===== src/design/cc20_pkg.sv =====
// ----------------------------------------------------------------------------
// cc20_pkg: shared types and constants of the seekable ChaCha20 keystream
// Item format, status and register codes, and the quarter-round half step.
// ----------------------------------------------------------------------------
package cc20_pkg;

    localparam logic [1:0] KIND_DATA       = 2'd0;
    localparam logic [1:0] KIND_SEEK_START = 2'd1;
    localparam logic [1:0] KIND_SEEK_REL   = 2'd2;
    localparam logic [1:0] KIND_SEEK_END   = 2'd3;

    localparam logic [1:0] ST_OK     = 2'd0;
    localparam logic [1:0] ST_BEFORE = 2'd1;
    localparam logic [1:0] ST_PAST   = 2'd2;
    localparam logic [1:0] ST_OVF    = 2'd3;

    localparam logic [2:0] REG_KEY0     = 3'd0;
    localparam logic [2:0] REG_KEY1     = 3'd1;
    localparam logic [2:0] REG_KEY2     = 3'd2;
    localparam logic [2:0] REG_KEY3     = 3'd3;
    localparam logic [2:0] REG_KEY_FULL = 3'd4;
    localparam logic [2:0] REG_NONCE_LO = 3'd5;
    localparam logic [2:0] REG_NONCE_HI = 3'd6;
    localparam logic [2:0] REG_NCODE    = 3'd7;

    localparam logic [1:0] NCODE_8  = 2'd0;
    localparam logic [1:0] NCODE_12 = 2'd1;

    localparam logic [63:0] STREAM_TOP = 64'h8000_0000_0000_0000;
    localparam logic [6:0]  BLOCK_BYTES = 7'd64;

    localparam logic [31:0] CONST_W0      = 32'h6170_7865;
    localparam logic [31:0] CONST_W1_FULL = 32'h3320_646e;
    localparam logic [31:0] CONST_W1_HALF = 32'h3120_646e;
    localparam logic [31:0] CONST_W2_FULL = 32'h7962_2d32;
    localparam logic [31:0] CONST_W2_HALF = 32'h7962_2d36;
    localparam logic [31:0] CONST_W3      = 32'h6b20_6574;

    typedef logic [3:0][31:0]  words4_t;
    typedef logic [15:0][31:0] block_t;

    typedef struct packed {
        logic [1:0]  kind;
        logic [7:0]  data_in;
        logic [63:0] offset;
        logic        neg;
        logic [63:0] mag;
    } item_t;

    typedef struct packed {
        logic start;
    } core_req_t;

    typedef struct packed {
        logic done;
    } core_rsp_t;

    // Counter value held in words 12 and 13 for a given nonce layout.
    function automatic logic [63:0] init_ctr(logic [1:0] code, logic [63:0] nonce_lo);
        logic [63:0] r;
        begin
            case (code)
                NCODE_8:  r = 64'd0;
                NCODE_12: r = {nonce_lo[31:0], 32'd0};
                default:  r = nonce_lo;
            endcase
            return r;
        end
    endfunction

    // Half of a quarter round: the first two or the last two add/xor/rotate steps.
    // Element order is a, b, c, d at indexes 0 to 3.
    function automatic words4_t qr_half(words4_t v, logic second);
        logic [31:0] a;
        logic [31:0] b;
        logic [31:0] c;
        logic [31:0] d;
        words4_t     r;
        begin
            a = v[0] + v[1];
            d = v[3] ^ a;
            d = second ? {d[23:0], d[31:24]} : {d[15:0], d[31:16]};
            c = v[2] + d;
            b = v[1] ^ c;
            b = second ? {b[24:0], b[31:25]} : {b[19:0], b[31:20]};
            r[0] = a;
            r[1] = b;
            r[2] = c;
            r[3] = d;
            return r;
        end
    endfunction

endpackage


===== src/design/cc20_front.sv =====
// ----------------------------------------------------------------------------
// cc20_front: input side of the keystream block
// Accepts words, splits the seek offset into sign and magnitude and holds
// them in a two-entry queue for the back end.
// ----------------------------------------------------------------------------
module cc20_front (
    input  logic              aclk,
    input  logic              aresetn,
    input  logic              s_valid,
    output logic              s_ready,
    input  logic [1:0]        s_kind,
    input  logic [7:0]        s_data_in,
    input  logic signed [63:0] s_offset,
    output logic              q_valid,
    output cc20_pkg::item_t   q_item,
    input  logic              q_pop
);

    cc20_pkg::item_t entry_reg [2];
    logic            wr_ptr_reg;
    logic            wr_ptr_next;
    logic            rd_ptr_reg;
    logic            rd_ptr_next;
    logic [1:0]      count_reg;
    logic [1:0]      count_next;
    cc20_pkg::item_t new_item;
    logic            push;
    logic            pop;

    assign s_ready = (count_reg != 2'd2);
    assign q_valid = (count_reg != 2'd0);
    assign q_item  = entry_reg[rd_ptr_reg];
    assign push    = s_valid && s_ready;
    assign pop     = q_pop && q_valid;

    always_comb begin
        new_item.kind    = s_kind;
        new_item.data_in = s_data_in;
        new_item.offset  = s_offset;
        new_item.neg     = s_offset[63];
        new_item.mag     = s_offset[63] ? (~s_offset + 64'd1) : s_offset;
        wr_ptr_next = push ? ~wr_ptr_reg : wr_ptr_reg;
        rd_ptr_next = pop ? ~rd_ptr_reg : rd_ptr_reg;
        count_next  = count_reg + {1'b0, push} - {1'b0, pop};
    end

    always_ff @(posedge aclk) begin
        if (!aresetn) begin
            wr_ptr_reg <= 1'b0;
            rd_ptr_reg <= 1'b0;
            count_reg  <= 2'd0;
        end else begin
            wr_ptr_reg <= wr_ptr_next;
            rd_ptr_reg <= rd_ptr_next;
            count_reg  <= count_next;
        end
    end

    always_ff @(posedge aclk) begin
        if (push) begin
            entry_reg[wr_ptr_reg] <= new_item;
        end
    end

endmodule


===== config.mk =====
export PLATFORM = sky130hd
export DESIGN_NAME = cc20_front
export DESIGN_NICKNAME = d
export VERILOG_FILES = /design/src/design/cc20_pkg.sv /design/src/design/cc20_front.sv
export SDC_FILE = /design/constraint.sdc
export NUM_CORES = 1
export LEC_CHECK = 0
export BUFFER_PORTS_ARGS = -buffer_cell sky130_fd_sc_hd__buf_4
export CAP_MARGIN = 30
export CORE_AREA = 4 4 157 159
export DETAILED_ROUTE_END_ITERATION = 8
export DIE_AREA = 0 0 161 163
export MAX_ROUTING_LAYER = met4
export PLACE_DENSITY = 0.72
export SYNTH_ARGS = -nofsm -noshare
export SYNTH_HDL_FRONTEND = slang
export SYNTH_SLANG_ARGS = --single-unit

===== constraint.sdc =====
create_clock -name aclk -period 20.6 [get_ports aclk]
set_clock_uncertainty 0.05 [all_clocks]
set_input_delay 6.18 -clock aclk [delete_from_list [all_inputs] [get_ports aclk]]
set_output_delay 6.18 -clock aclk [all_outputs]
set_load 0.01 [all_outputs]

==> impl_metrics.tcl <==
set metrics [dict create \
    die_area_um2 26200 \
    syn-cell-area_um2 11500 \
    maxCapViolations 0 \
    min_to "rd_ptr_reg" \
    syn_inst 652 \
    power_density_nw_per_um2 115 \
    maxSlewHeadroom_pct 38.4 \
    clk_pin_slew_worst_paths_ns 0.06 \
    crit_fanout 64 \
    wl_um 24400 \
    synth_edf_count 274 \
    ctsHtreeMaxLevel 1 \
    initial_core_util_pct 49.6 \
    p_total_w 0.00167 \
    gr-total-overflow 0 \
    setup_viol 0 \
    p_sw_w 0.000434 \
    ios 219 \
    vias_per_cell 5.25 \
    synth_nets 733 \
    setup.worst_path.end_class "primary output" \
    yosysTopAreaCell "edfxtp_1" \
    yosysTopAreaCellShare_pct 71.4 \
    row_count 56 \
    coreArea_um2 23300 \
    cts_tree "done" \
    drc 0 \
    area_growth_pct 25.5 \
    ir_drop_v 0.0000687 \
    antenna_found_initial 0 \
    hp-start "rd_ptr_reg" \
    p_comb_share_pct 25.0 \
    dpl.hpwl_um 15700 \
    yosysWarnings 0 \
    cts_setup_buffers 0 \
    ys_async_sr_fraction_pct 0 \
    crit_type "reg2out" \
    final.min_clock_period_ns 9.16 \
    synth_cell_types 37 \
    min_path_type "reg2reg" \
    crit_path_frequent_cell "buf_4" \
    ys_seq_elements 279 \
    via_count 6412 \
    grt_pass1_wl_um 37500 \
    nets 962 \
    postCtsResizedCells 0 \
    fill_cells 1801 \
    ant_nets 0 \
    dp.cells 1169 \
    slew_viol_final 0 \
    wl_per_cell_um 20.0 \
    worst_pin_slew_ns 0.924 \
    r2r_cells 4 \
    grt_pass1_vias 6612 \
    rr_endpoint "entry_reg[0][103]" \
    synthTopCellsByArea "edfxtp_1 71%, mux2_2 13%, xnor2_1 4.9%, o31ai_1 1.6%, dfxtp_1 0.87%" \
    synthFlopType "edfxtp_1" \
    clock_sinks 279 \
    required_ns 14.37 \
    layout-drive-gt1-share_pct 46.8 \
    insertion_delay_ns 0.52 \
    p_int_w 0.00123 \
    holdPathStages 2 \
    status "completed" \
    antenna_cells 0 \
    regToRegStartpoint "count_reg[0]" \
    clkPwrFrac_pct 30.5 \
    hold_viol_final 0 \
    synth_area_per_cell_um2 17.7 \
    crit_slowest_cell "dfxtp_4" \
    holdBufCountCts 0 \
    period_share_pct 44.5 \
    post-place-ws_ns 11.37 \
    sw_frac_of_total_pct 26.0 \
    seqPwrFrac_pct 44.5 \
    p_leak_nw 5.03 \
    die_y_um 163 \
    first_iter_violations 345 \
    largest_register_ffs 274 \
    setup_tns_ns 0 \
    slowest_delay_ns 0.94 \
    grt_max_degree 67 \
    cts_made_buffers 29 \
    ff2ff_setup_slack_ns 18.04 \
    cts-root-buf "clkbuf_16" \
    fin_cells 1221 \
    routabilityCongestion 0.749 \
    startpoint_type "flip-flop" \
    fmax_ghz 0.109 \
    grt_use_total_pct 18.6 \
    crit_arrival_ns 2.93 \
    clk_path_buf_depth 3 \
    setup_slack_ns 11.44 \
    rsz0062_at_grt "false" \
    portBuffers 218 \
    yosysSeqAreaShare_pct 72.2 \
    dr.pass1.iters 4 \
    timing.critical_path.cells "buf_4 > buf_16 > mux2_2 > buf_4" \
    die_w_um 161 \
]
## per-layer routing
metal	part of all wire, %	GRT usage, %
met1	43	24.9
met2	47	28.9
met3	8.5	5.49
met4	1.1	3.33
met5	0	-
## cell families after synthesis
group | synth area share, %
buffers and inverters | 1.03
flip-flops | 72.2
multiplexers | 13.4
XOR/XNOR | 4.86
AO/OA/AOI/OAI | 3.55
AND/OR/NAND/NOR | 4.61
adder cells (fa/ha/maj) | 0.326
## worst max-delay path by stage
stage	slack, ns	to	from	cells after the start
2_1_floorplan	7.94	entry_reg[0][100]	s_valid	2
3_3_place_gp	11.49	entry_reg[0][54]	s_offset[1]	8
3_5_place_dp	11.37	entry_reg[0][54]	s_offset[1]	8
4_1_cts	11.36	q_item[34]	flip-flop	4
5_1_grt	11.29	q_item[34]	flip-flop	4
6_report	11.44	q_item[34]	flip-flop	4
## power by group through the flow
stage               Sequential [W]  Combinational, W  Clock (W)
global placement          0.000752          0.000417          0
global route              0.000750          0.000450   0.000544
floorplan                 0.000747          0.000236          0
finish                    0.000743          0.000417   0.000508
CTS                       0.000745          0.000426   0.000521
detailed placement        0.000756          0.000423          0
## critical path, delay by kind of cell (launching register included)
family,cells,cell delay [ns]
buffers and inverters,3,1.01
multiplexers,1,0.38
flip-flops,1,0.94
## per-stage QoR
step | util [%] | instance area (µm²) | hold slack [ns]
2_1_floorplan | - | 11500 | 0.454
3_3_place_gp | 58.1 | 13500 | 0.469
3_5_place_dp | 58.2 | 13500 | 0.478
4_1_cts | 62.2 | 14500 | 0.497
5_1_grt | 62.2 | 14500 | 0.522
6_report | 62.2 | 14500 | 0.493
## placed cells by master (no fill, tap or decap), types with 2 or more instances in the layout
cell        synthesis  final
clkbuf_16           0     29
xnor2_1            64     64
and2_1              4      4
nand2b_1            4      4
nor4_2              2      2
buf_4               2    223
or2_2               4      4
mux2_2            137    137
or2_1               2      2
dfxtp_1             5      4
edfxtp_1          274    274
clkbuf_8            0      3
nor2b_1             2      2
nand4_1             2      2
nor2_1              6      5
nor4_1              5      5
o41ai_1             6      6
nand3_1             5      5
inv_1               3      3
or4_1               5      5
clkinvlp_4          0      2
or4_4               3      3
ha_1                3      3
bufinv_16           0      3
nor3_1              4      4
o21ai_0            15     15
o41ai_2             5      5
o31ai_1            24     24
clkbuf_1           21     12
or3_1              14     14
clkinv_2            0      2
nand2_1            19     19
## Yosys cell counts, types with 2 or more instances
library cell / instances
nor2b_1: 2
nor4_2: 2
clkbuf_1: 21
nor4_1: 5
o31ai_1: 24
buf_2: 2
xnor2_1: 64
or3_1: 14
or4_1: 5
nor3_1: 4
nand4_1: 2
nand3_1: 5
nand2_1: 19
o41ai_2: 5
dfxtp_1: 5
mux2_2: 137
edfxtp_1: 274
buf_4: 2
and3_1: 2
nor2_1: 6
and2_1: 4
ha_1: 3
or2_2: 4
inv_1: 3
o41ai_1: 6
o21ai_0: 15
or4_4: 3
nand2b_1: 4
or2_1: 2
## layout make-up
cell class / count / area, µm² / area share (%)
multi-input cells: 344 / 3090 / 21.4
inverters: 3 / 11.3 / 0.0778
clock buffers: 44 / 812 / 5.61
well taps: 319 / 399 / 2.76
repair buffers: 224 / 1700 / 11.8
clock inverters: 8 / 119 / 0.822
flip-flops and latches: 279 / 8330 / 57.6
Power figures use the tool's default switching activity.
